<file path="config.mk">
export PLATFORM = sky130hd
export DESIGN_NAME = source_tokenizer_core
export DESIGN_NICKNAME = d
export VERILOG_FILES = /design/src/rtl/stok_pkg.sv /design/src/rtl/stok_front.sv /design/src/rtl/stok_back.sv /design/src/rtl/source_tokenizer_core.sv
export SDC_FILE = /design/constraint.sdc
export NUM_CORES = 2
export LEC_CHECK = 0
export BUFFER_PORTS_ARGS = -buffer_cell sky130_fd_sc_hd__buf_2
export CORE_MARGIN = 2
export CORE_UTILIZATION = 45
export CTS_BUF_LIST = sky130_fd_sc_hd__clkbuf_16
export CTS_CLUSTER_DIAMETER = 150
export DETAILED_ROUTE_END_ITERATION = 12
export MAX_ROUTING_LAYER = met4
export PLACE_DENSITY = 0.62
export RECOVER_POWER = 100
export SYNTH_ARGS = -nofsm -noshare
export SYNTH_HDL_FRONTEND = slang
export SYNTH_HIERARCHICAL = 1
export SYNTH_SLANG_ARGS = --single-unit
</file>
<file path="constraint.sdc">
create_clock -name clk -period 12.2 [get_ports clk]
set_input_delay 0.61 -clock clk [delete_from_list [all_inputs] [get_ports clk]]
set_output_delay 0.61 -clock clk [all_outputs]
set_load 0.1 [all_outputs]
</file>
<file path="src/rtl/stok_pkg.sv">
// types, constants and helper functions shared by the tokenizer modules
`timescale 1ns / 1ps
`default_nettype none
package stok_pkg;

  localparam int PosBits = 24;
  localparam int LineBits = 24;
  localparam int KwMaxLen = 7;
  localparam int WlenBits = $clog2(KwMaxLen + 2);
  localparam int MaxRes = 3;
  localparam int FifoDepth = 4;
  localparam int FifoAw = $clog2(FifoDepth);

  localparam logic [PosBits-1:0] PosMax = {PosBits{1'b1}};
  localparam logic [LineBits-1:0] LineTop = {LineBits{1'b1}};

  localparam logic [5:0] KindEnd = 6'd0;
  localparam logic [5:0] KindError = 6'd1;
  localparam logic [5:0] KindInt = 6'd2;
  localparam logic [5:0] KindFloat = 6'd3;
  localparam logic [5:0] KindBinary = 6'd4;
  localparam logic [5:0] KindString = 6'd5;
  localparam logic [5:0] KindIdent = 6'd6;
  localparam logic [5:0] KindShl = 6'd47;
  localparam logic [5:0] KindShr = 6'd50;

  localparam logic [1:0] ErrNone = 2'd0;
  localparam logic [1:0] ErrUnknown = 2'd1;
  localparam logic [1:0] ErrString = 2'd2;
  localparam logic [1:0] ErrDepth = 2'd3;

  typedef enum logic [3:0] {
    M_IDLE, M_PUNCT, M_LINECOM, M_BLKSTART, M_BLK, M_IDENT,
    M_ZERO, M_INT, M_DOT, M_FRAC, M_BIN, M_STR
  } scan_mode_t;

  typedef struct packed {
    logic [7:0] source_byte;
    logic end_of_source;
  } in_item_t;

  typedef struct packed {
    logic [5:0] token_kind;
    logic [1:0] error_kind;
    logic [23:0] line_number;
    logic [23:0] start_offset;
    logic [23:0] token_length;
    logic last_of_run;
  } out_item_t;

  // one classified event between front and back
  typedef struct packed {
    logic [1:0] count;
    out_item_t r0;
    out_item_t r1;
    out_item_t r2;
  } burst_t;

  typedef logic [KwMaxLen-1:0][7:0] word_t;

  function automatic logic digit_char(input logic [7:0] c);
    return c >= 8'h30 && c <= 8'h39;
  endfunction

  function automatic logic alpha_char(input logic [7:0] c);
    return (c >= 8'h61 && c <= 8'h7a) || (c >= 8'h41 && c <= 8'h5a) || c == 8'h5f;
  endfunction

  function automatic logic [5:0] kind_single(input logic [7:0] c);
    case (c)
      8'h28: return 6'd26;  8'h29: return 6'd27;  8'h7b: return 6'd28;
      8'h7d: return 6'd29;  8'h3d: return 6'd31;  8'h21: return 6'd33;
      8'h2b: return 6'd35;  8'h2d: return 6'd37;  8'h2a: return 6'd39;
      8'h2f: return 6'd41;  8'h7c: return 6'd42;  8'h26: return 6'd43;
      8'h23: return 6'd44;  8'h3b: return 6'd45;  8'h3c: return 6'd48;
      8'h3e: return 6'd51;  8'h5b: return 6'd52;  8'h5d: return 6'd53;
      8'h3a: return 6'd55;  8'h25: return 6'd56;  8'h5e: return 6'd57;
      8'h7e: return 6'd58;
      default: return 6'd0;
    endcase
  endfunction

  function automatic logic [5:0] kind_with_eq(input logic [7:0] c);
    case (c)
      8'h3d: return 6'd30;  8'h21: return 6'd32;  8'h2b: return 6'd34;
      8'h2d: return 6'd36;  8'h2a: return 6'd38;  8'h2f: return 6'd40;
      8'h3c: return 6'd46;  8'h3e: return 6'd49;  8'h3a: return 6'd54;
      default: return 6'd0;
    endcase
  endfunction

  function automatic logic wmatch(input word_t w, input logic [WlenBits-1:0] n,
                                  input logic [55:0] txt, input int len);
    logic ok;
    ok = (n == WlenBits'(len));
    for (int i = 0; i < 7; i++) begin
      if (i < len && w[i] != txt[55-8*i -: 8]) ok = 1'b0;
    end
    return ok;
  endfunction

  function automatic logic [5:0] word_kind(input word_t w, input logic [WlenBits-1:0] n);
    if (wmatch(w, n, "if     ", 2)) return 6'd7;
    if (wmatch(w, n, "int    ", 3)) return 6'd8;
    if (wmatch(w, n, "else   ", 4)) return 6'd9;
    if (wmatch(w, n, "elif   ", 4)) return 6'd10;
    if (wmatch(w, n, "string ", 6)) return 6'd11;
    if (wmatch(w, n, "boolean", 7)) return 6'd12;
    if (wmatch(w, n, "break  ", 5)) return 6'd13;
    if (wmatch(w, n, "float  ", 5)) return 6'd14;
    if (wmatch(w, n, "for    ", 3)) return 6'd15;
    if (wmatch(w, n, "func   ", 4)) return 6'd16;
    if (wmatch(w, n, "false  ", 5)) return 6'd17;
    if (wmatch(w, n, "while  ", 5)) return 6'd18;
    if (wmatch(w, n, "return ", 6)) return 6'd19;
    if (wmatch(w, n, "char   ", 4)) return 6'd20;
    if (wmatch(w, n, "cast   ", 4)) return 6'd21;
    if (wmatch(w, n, "and    ", 3)) return 6'd22;
    if (wmatch(w, n, "or     ", 2)) return 6'd23;
    if (wmatch(w, n, "true   ", 4)) return 6'd24;
    if (wmatch(w, n, "print  ", 5)) return 6'd25;
    return KindIdent;
  endfunction

endpackage
`default_nettype wire

</file>
<file path="src/rtl/stok_front.sv">
// scanner: takes source bytes and classifies them into bursts of tokens
`timescale 1ns / 1ps
`default_nettype none
module stok_front
  import stok_pkg::*;
(
  input  wire logic       clk,
  input  wire logic       rst,
  input  wire logic [7:0] max_depth,
  input  wire logic       take,
  input  wire in_item_t   item,
  output burst_t          burst
);

  scan_mode_t mode, mode_next;
  logic [7:0] pend, pend_next;
  logic [8:0] depth, depth_next;
  logic [LineBits-1:0] line, line_next;
  logic [PosBits-1:0] offs, offs_next;
  logic [PosBits-1:0] tstart, tstart_next;
  word_t word, word_next;
  logic [WlenBits-1:0] wlen, wlen_next;
  logic halted, halted_next;

  always_ff @(posedge clk) begin
    if (rst) begin
      mode <= M_IDLE;
      pend <= '0;
      depth <= '0;
      line <= LineBits'(1);
      offs <= '0;
      tstart <= '0;
      wlen <= '0;
      halted <= 1'b0;
    end else if (take) begin
      mode <= mode_next;
      pend <= pend_next;
      depth <= depth_next;
      line <= line_next;
      offs <= offs_next;
      tstart <= tstart_next;
      wlen <= wlen_next;
      halted <= halted_next;
    end
  end

  always_ff @(posedge clk) begin
    if (take) word <= word_next;
  end

  always_comb begin
    logic [7:0] b;
    logic [PosBits-1:0] sat, dot;
    logic [1:0] n;
    out_item_t [2:0] r;
    logic go_idle;
    b = item.source_byte;
    sat = (offs < PosMax) ? offs + PosBits'(1) : PosMax;
    dot = (offs != '0) ? offs - PosBits'(1) : '0;
    mode_next = mode;
    pend_next = pend;
    depth_next = depth;
    line_next = line;
    offs_next = offs;
    tstart_next = tstart;
    word_next = word;
    wlen_next = wlen;
    halted_next = halted;
    n = 2'd0;
    r = '0;
    go_idle = 1'b0;

    if (item.end_of_source) begin
      if (!halted) begin
        case (mode)
          M_PUNCT: begin
            r[0] = '{kind_single(pend), ErrNone, line_next, tstart, 24'(offs - tstart), 1'b0};
            n = 2'd1;
          end
          M_BLK: begin
            if (pend == 8'h0a && line < LineTop) line_next = line + LineBits'(1);
            if (depth > {1'b0, max_depth}) begin
              r[0] = '{KindError, ErrDepth, line_next, tstart, 24'd0, 1'b0};
              n = 2'd1;
            end
          end
          M_IDENT: begin
            r[0] = '{word_kind(word, wlen), ErrNone, line, tstart,
                     24'(offs - tstart), 1'b0};
            n = 2'd1;
          end
          M_ZERO, M_INT: begin
            r[0] = '{KindInt, ErrNone, line, tstart, 24'(offs - tstart), 1'b0};
            n = 2'd1;
          end
          M_DOT: begin
            r[0] = '{KindInt, ErrNone, line, tstart,
                     (dot >= tstart) ? 24'(dot - tstart) : 24'd0, 1'b0};
            r[1] = '{KindError, ErrUnknown, line, dot, 24'd0, 1'b0};
            n = 2'd2;
          end
          M_FRAC: begin
            r[0] = '{KindFloat, ErrNone, line, tstart, 24'(offs - tstart), 1'b0};
            n = 2'd1;
          end
          M_BIN: begin
            r[0] = '{KindBinary, ErrNone, line, tstart, 24'(offs - tstart), 1'b0};
            n = 2'd1;
          end
          M_STR: begin
            r[0] = '{KindError, ErrString, line, tstart, 24'd0, 1'b0};
            n = 2'd1;
          end
          default: ;
        endcase
      end
      r[n] = '{KindEnd, ErrNone, line_next, offs, 24'd0, 1'b0};
      n = n + 2'd1;
      mode_next = M_IDLE;
      pend_next = '0;
      depth_next = '0;
      line_next = LineBits'(1);
      offs_next = '0;
      tstart_next = '0;
      wlen_next = '0;
      halted_next = 1'b0;
    end else begin
      offs_next = sat;
      if (!halted) begin
        case (mode)
          M_PUNCT: begin
            if (pend == 8'h2f && b == 8'h2f) mode_next = M_LINECOM;
            else if (pend == 8'h3c && b == 8'h2f) begin
              depth_next = 9'd1;
              mode_next = M_BLKSTART;
            end else if (b == 8'h3d && kind_with_eq(pend) != 6'd0) begin
              r[0] = '{kind_with_eq(pend), ErrNone, line, tstart, 24'(sat - tstart), 1'b0};
              n = 2'd1;
              mode_next = M_IDLE;
            end else if (b == pend && (pend == 8'h3c || pend == 8'h3e)) begin
              r[0] = '{(pend == 8'h3c) ? KindShl : KindShr, ErrNone, line, tstart,
                       24'(sat - tstart), 1'b0};
              n = 2'd1;
              mode_next = M_IDLE;
            end else begin
              r[0] = '{kind_single(pend), ErrNone, line, tstart, 24'(offs - tstart), 1'b0};
              n = 2'd1;
              go_idle = 1'b1;
            end
          end
          M_LINECOM: if (b == 8'h0a) go_idle = 1'b1;
          M_BLKSTART: begin
            pend_next = b;
            mode_next = M_BLK;
          end
          M_BLK: begin
            if (pend == 8'h2f && b == 8'h3e) depth_next = depth - 9'd1;
            else if (pend == 8'h3c && b == 8'h2f) depth_next = depth + 9'd1;
            else if (pend == 8'h0a && line < LineTop) line_next = line + LineBits'(1);
            if (depth_next > {1'b0, max_depth}) begin
              r[0] = '{KindError, ErrDepth, line_next, tstart, 24'd0, 1'b0};
              n = 2'd1;
              halted_next = 1'b1;
              mode_next = M_IDLE;
            end else if (depth_next == '0) mode_next = M_IDLE;
            else pend_next = b;
          end
          M_IDENT: begin
            if (alpha_char(b) || digit_char(b)) begin
              if (wlen < WlenBits'(KwMaxLen)) word_next[wlen[WlenBits-2:0]] = b;
              if (wlen <= WlenBits'(KwMaxLen)) wlen_next = wlen + WlenBits'(1);
            end else begin
              r[0] = '{word_kind(word, wlen), ErrNone, line, tstart,
                       24'(offs - tstart), 1'b0};
              n = 2'd1;
              go_idle = 1'b1;
            end
          end
          M_ZERO: begin
            if (b == 8'h62) mode_next = M_BIN;
            else if (digit_char(b)) mode_next = M_INT;
            else if (b == 8'h2e) mode_next = M_DOT;
            else begin
              r[0] = '{KindInt, ErrNone, line, tstart, 24'(offs - tstart), 1'b0};
              n = 2'd1;
              go_idle = 1'b1;
            end
          end
          M_INT: begin
            if (b == 8'h2e) mode_next = M_DOT;
            else if (!digit_char(b)) begin
              r[0] = '{KindInt, ErrNone, line, tstart, 24'(offs - tstart), 1'b0};
              n = 2'd1;
              go_idle = 1'b1;
            end
          end
          M_DOT: begin
            if (digit_char(b)) mode_next = M_FRAC;
            else begin
              r[0] = '{KindInt, ErrNone, line, tstart,
                       (dot >= tstart) ? 24'(dot - tstart) : 24'd0, 1'b0};
              r[1] = '{KindError, ErrUnknown, line, dot, 24'd0, 1'b0};
              n = 2'd2;
              halted_next = 1'b1;
              mode_next = M_IDLE;
            end
          end
          M_FRAC: begin
            if (!digit_char(b)) begin
              r[0] = '{KindFloat, ErrNone, line, tstart, 24'(offs - tstart), 1'b0};
              n = 2'd1;
              go_idle = 1'b1;
            end
          end
          M_BIN: begin
            if (b != 8'h30 && b != 8'h31) begin
              r[0] = '{KindBinary, ErrNone, line, tstart, 24'(offs - tstart), 1'b0};
              n = 2'd1;
              go_idle = 1'b1;
            end
          end
          M_STR: begin
            if (b == 8'h22) begin
              r[0] = '{KindString, ErrNone, line, tstart, 24'(sat - tstart), 1'b0};
              n = 2'd1;
              mode_next = M_IDLE;
            end else if (b == 8'h0a && line < LineTop) line_next = line + LineBits'(1);
          end
          default: go_idle = 1'b1;
        endcase

        // byte seen from idle, possibly right after a flushed token
        if (go_idle) begin
          mode_next = M_IDLE;
          tstart_next = offs;
          if (b == 8'h20 || b == 8'h09 || b == 8'h0d) begin
          end else if (b == 8'h0a) begin
            if (line < LineTop) line_next = line + LineBits'(1);
          end else if (b == 8'h22) mode_next = M_STR;
          else if (b == 8'h30) mode_next = M_ZERO;
          else if (digit_char(b)) mode_next = M_INT;
          else if (alpha_char(b)) begin
            word_next[0] = b;
            wlen_next = WlenBits'(1);
            mode_next = M_IDENT;
          end else if (kind_with_eq(b) != 6'd0) begin
            pend_next = b;
            mode_next = M_PUNCT;
          end else if (kind_single(b) != 6'd0) begin
            r[n] = '{kind_single(b), ErrNone, line, offs, 24'(sat - offs), 1'b0};
            n = n + 2'd1;
          end else begin
            r[n] = '{KindError, ErrUnknown, line, offs, 24'd0, 1'b0};
            n = n + 2'd1;
            halted_next = 1'b1;
          end
        end
      end
    end
    if (n != 2'd0) r[n - 2'd1].last_of_run = 1'b1;
    burst.count = n;
    burst.r0 = r[0];
    burst.r1 = r[1];
    burst.r2 = r[2];
  end

endmodule
`default_nettype wire

</file>
<file path="src/rtl/stok_back.sv">
// burst queue and result sequencer that hands out one token at a time
`timescale 1ns / 1ps
`default_nettype none
module stok_back
  import stok_pkg::*;
(
  input  wire logic      clk,
  input  wire logic      rst,
  input  wire logic      wr,
  input  wire burst_t    burst,
  output logic           full,
  output logic           empty,
  input  wire logic      pop,
  output out_item_t      result
);

  burst_t mem [FifoDepth];
  logic [FifoAw:0] wptr, rptr;
  logic [1:0] sub;
  burst_t head;
  logic head_valid;
  logic adv;

  assign full = (wptr - rptr) == (FifoAw+1)'(FifoDepth);
  assign head_valid = wptr != rptr;
  assign head = mem[rptr[FifoAw-1:0]];
  assign empty = !head_valid;

  always_comb begin
    case (sub)
      2'd0: result = head.r0;
      2'd1: result = head.r1;
      default: result = head.r2;
    endcase
  end

  assign adv = pop && head_valid && (sub + 2'd1 == head.count);

  always_ff @(posedge clk) begin
    if (wr && !full && burst.count != 2'd0) mem[wptr[FifoAw-1:0]] <= burst;
  end

  always_ff @(posedge clk) begin
    if (rst) begin
      wptr <= '0;
      rptr <= '0;
      sub <= '0;
    end else begin
      if (wr && !full && burst.count != 2'd0) wptr <= wptr + 1'b1;
      if (adv) begin
        rptr <= rptr + 1'b1;
        sub <= '0;
      end else if (pop && head_valid) begin
        sub <= sub + 2'd1;
      end
    end
  end

`ifndef SYNTH
  a_no_overflow: assert property (@(posedge clk) disable iff (rst)
    (wptr - rptr) <= (FifoAw+1)'(FifoDepth)) else $error("queue overflow");
  a_sub_range: assert property (@(posedge clk) disable iff (rst)
    head_valid |-> sub < head.count) else $error("sequencer past burst");
  a_last_mark: assert property (@(posedge clk) disable iff (rst)
    (head_valid && result.last_of_run) |-> (sub + 2'd1 == head.count))
    else $error("last mark misplaced");
`endif

endmodule
`default_nettype wire

</file>
<file path="src/rtl/source_tokenizer_core.sv">
// top level of the source tokenizer
`timescale 1ns / 1ps
`default_nettype none
// Streaming tokenizer: one source byte (or the end marker) is taken per cycle
// whenever full is low; the scanner classifies it in that same cycle and puts
// the zero to three tokens it produces, as one burst, into a queue that holds
// four such bursts (an item that makes no token takes no entry). When the queue
// is empty, the first token of an item is on the outputs the cycle after the item
// is taken. Tokens leave one per cycle while pop is high, through empty/pop, so an
// item making several tokens holds the output side until each of them is popped;
// full rises only when four bursts are waiting.
module source_tokenizer_core
  import stok_pkg::*;
(
  input  wire logic      clk,
  input  wire logic      rst,
  input  wire logic      push,
  output logic           full,
  input  wire in_item_t  in_item,
  output logic           empty,
  input  wire logic      pop,
  output out_item_t      out_item,
  input  wire logic      cfg_we,
  input  wire logic [7:0] cfg_data
);

  logic [7:0] max_depth;
  burst_t burst;
  logic take;

  always_ff @(posedge clk) begin
    if (rst) max_depth <= 8'd255;
    else if (cfg_we) max_depth <= cfg_data;
  end

  assign take = push && !full;

  stok_front u_front (
    .clk(clk), .rst(rst), .max_depth(max_depth), .take(take),
    .item(in_item), .burst(burst)
  );

  stok_back u_back (
    .clk(clk), .rst(rst), .wr(take), .burst(burst), .full(full),
    .empty(empty), .pop(pop), .result(out_item)
  );

endmodule
`default_nettype wire

</file>
==> results.sh <==
export IMPL_fmax_mhz=101.7
export IMPL_yosysSeqAreaShare=0.5740
export IMPL_use_met1=0.4144
export IMPL_final_cell_mix="edfxtp_1, nand2_1, nor2_1"
export IMPL_synth_edf_count=1036
export IMPL_grt_busiest_layer="met1"
export IMPL_place_congestion=1.003
export IMPL_ff2ff_path_depth=20
export IMPL_min_to="max_depth[3]"
export IMPL_design_power_total_w=0.01033
export IMPL_crit_chain="clkbuf_1 -> nand3b_1 -> nor3_1 -> nand2_1 -> o21ai_0 -> a21oi_1 -> ha_1 -> nor2b_1 -> o21a_1 -> o21ai_0 -> a21oi_1 -> a221o_1 -> a21o_1 -> nor3_1 -> ha_1 -> o21ai_0 -> a22o_1 -> o21ai_0 -> a31oi_1 -> and2_4 -> clkbuf_1"
export IMPL_rsz0062_at_grt="no"
export IMPL_cts_hold_buf=0
export IMPL_grt_max_degree=130
export IMPL_post_route_min_period_ps=9831
export IMPL_synth_cells=4653
export IMPL_synth_distinct_cells=113
export IMPL_grt_pass1_wl_um=266400
export IMPL_leakage_nw=20.24
export IMPL_cp_end_kind="register"
export IMPL_antenna_found_initial=2
export IMPL_place_inst=6272
export IMPL_cts_root_buf="clkbuf_16"
export IMPL_firstDrtPassIters=6
export IMPL_area_growth_pct=9.923
export IMPL_setup_viol=0
export IMPL_routedWlPerCell_um=27.99
export IMPL_hpwl_um=122700
export IMPL_cp_common_cell="o21ai_0"
export IMPL_worst_setup_path_type="in -> reg"
export IMPL_met2_usage=0.3911
export IMPL_die_h_um=363.8
export IMPL_via_count=42140
export IMPL_numPortBuffers=104
export IMPL_coreArea_um2=129000
export IMPL_postCtsSetupBuffers=0
export IMPL_drv_slew=804
export IMPL_peakVddDrop_mv=0.1387
export IMPL_clk_latency_ps=750
export IMPL_cts_buffers=117
export IMPL_finalHoldViolations=0
export IMPL_start_util=0.4515
export IMPL_routed_wl_um=181700
export IMPL_fin_cells=6491
export IMPL_crit_arrival_ps=10120
export IMPL_viasPerCell=6.492
export IMPL_whs_path_depth=2
export IMPL_cap_violations=24
export IMPL_tns_ps=0
export IMPL_fin_util=0.4963
export IMPL_relSlewSlack=-2.070
export IMPL_power_density_nw_per_um2=161.3
export IMPL_cts_repair_resized=0
export IMPL_grtUsageTotal=0.2778
export IMPL_dr_first_iter_drc_count=5867
export IMPL_worstPathRequired_ps=12490
export IMPL_ys_seq_elements=1152
export IMPL_async_flop_share=0
export IMPL_final_layout_size_suffix_gt1_frac=0.1230
export IMPL_post_route_period_util=0.8058
export IMPL_tightest_slew_ps=4605
export IMPL_dieWidth_um=363.8
export IMPL_hold_start="cfg_data[3]"
export IMPL_drc=0
export IMPL_cp_top_family="compound AO/OA/AOI/OAI gates"
export IMPL_grtUsageMet3=0.04555
export IMPL_io_pins=105
export IMPL_max_stage_delay_ps=1730
export IMPL_syn_cell_area_um2=58240
export IMPL_path_clk_slew_ps=60
export IMPL_fill_cells=11270
export IMPL_clock_sinks=1152
export IMPL_cpMaxStageDelayCell="clkbuf_1"
export IMPL_crit_buf_inv=2
export IMPL_final_common_cell="edfxtp_1"
export IMPL_synth_area_per_cell_um2=12.52
export IMPL_ys_flop_type="edfxtp_1"
export IMPL_start_kind="primary input"
export IMPL_violations="capacitance limit, slew limit"
export IMPL_cts_tree="yes"
export IMPL_layout_nets=4789
export IMPL_clock_skew_ps=44.50
export IMPL_rows=132
export IMPL_reg2reg_from="u_front/pend[2]"
export IMPL_grt_overflow=0
export IMPL_ys_warn_count=6
export IMPL_outcome="finished with violations"
export IMPL_clockBufferDepth=3
export IMPL_worstReg2RegEnd="u_back/mem[2][193]"
export IMPL_dieArea_um2=132300
export IMPL_hold_class="in -> reg"
export IMPL_cts_max_level=3
export IMPL_r2r_slack_ps=2530
export IMPL_critPathMaxFanout=63
export IMPL_grt_pass1_vias=39250
export IMPL_antenna_left=0
layout make-up:
cell class | instances | area, µm² | share of cell area
Sequential cell | 1152 | 33440 | 0.5223
Multi-Input combinational cell | 3066 | 23090 | 0.3607
Clock buffer | 118 | 2953 | 0.04612
Tap cell | 1742 | 2180 | 0.03404
Timing Repair Buffer | 205 | 1167 | 0.01823
Clock inverter | 99 | 785.8 | 0.01227
Inverter | 107 | 401.6 | 0.006273
Antenna cell | 2 | 5.005 | 0.00007817
how the worst max path moves through the flow:
stage | to | depth (start not counted) | start
3_3_place_gp | u_back/mem[0][149] | 21 | in_item[6]
3_5_place_dp | u_back/mem[0][149] | 21 | in_item[6]
4_1_cts | u_back/mem[0][138] | 20 | u_front/pend[2]
2_1_floorplan | u_back/mem[3][0] | 20 | in_item[7]
5_1_grt | u_back/mem[2][193] | 21 | in_item[3]
6_report | u_back/mem[2][193] | 21 | in_item[3]
logic make-up after synthesis:
kind of cell	after synthesis	share of synthesized area
simple gates	1379	0.1163
fa+ha+maj	118	0.02574
xor+xnor	118	0.01774
compound gates	1174	0.1359
buf+inv	436	0.03025
mux	275	0.09996
flops	1152	0.5740
other cells	1	0.00006439
cell usage after synthesis (all sizes together) (15+ instances only):
cell type | count | area [µm²]
edfxtp | 1036 | 31110
nand2 | 443 | 1665
nor2 | 357 | 1343
mux4 | 244 | 5495
o21ai | 237 | 1194
clkbuf | 236 | 885.9
a21oi | 221 | 1110
a22oi | 209 | 1569
dfxtp | 116 | 2322
ha | 115 | 1439
inv | 105 | 394.1
nand3 | 95 | 475.5
buf | 93 | 474.2
nor3 | 81 | 430.4
xnor2 | 78 | 683.2
a31oi | 69 | 431.7
o22ai | 50 | 312.8
nor2b | 44 | 275.3
nand2b | 43 | 269.0
o31ai | 43 | 341.6
and3 | 40 | 250.2
xor2 | 40 | 350.3
nor4 | 39 | 280.3
o211ai | 38 | 285.3
and2 | 37 | 234.0
nand4 | 36 | 225.2
or3 | 36 | 225.2
a21o | 34 | 255.2
o21a | 27 | 202.7
a211oi | 22 | 170.2
mux2i | 21 | 210.2
or2 | 21 | 131.4
a22o | 19 | 166.4
o221ai | 19 | 166.4
a221oi | 17 | 148.9
nand4b | 15 | 137.6
per-stage QoR:
step                      instance area, µm²  setup WS (ps)  hold WS, ps
after floorplan                        58250           1227        467.5
after global placement                 60550           3835        486.8
after detailed placement               60550           3711        509.7
after CTS                              64290           3807        53.68
after global routing                   64020           1516        89.42
final                                  64020           2369        98.81
flip-flops by register name, summed over array words and instances (netlist names), named ones only:
signal,flops
u_back/mem,980
u_front/word,56
u_front/line,24
u_front/offs,24
u_front/tstart,24
u_front/depth,9
max_depth,8
u_front/pend,8
u_front/mode,4
u_front/wlen,4
u_back/rptr,3
u_back/wptr,3
u_back/sub,2
u_front/halted,1
where the power goes:
part           leakage (nW)  total (W)  switching (W)  internal (W)
sequential             10.1    0.00456      0.0000633       0.00450
combinational          8.19    0.00227        0.00179      0.000481
clock                  1.91    0.00350        0.00153       0.00197
total                  20.2     0.0103        0.00338       0.00694
metal layers:
layer,wire (µm),up-vias
li1,-,18230
met1,80170,21330
met2,78900,2285
met3,17800,299
met4,4832,0
met5,0,-
Power figures use the tool's default switching activity.
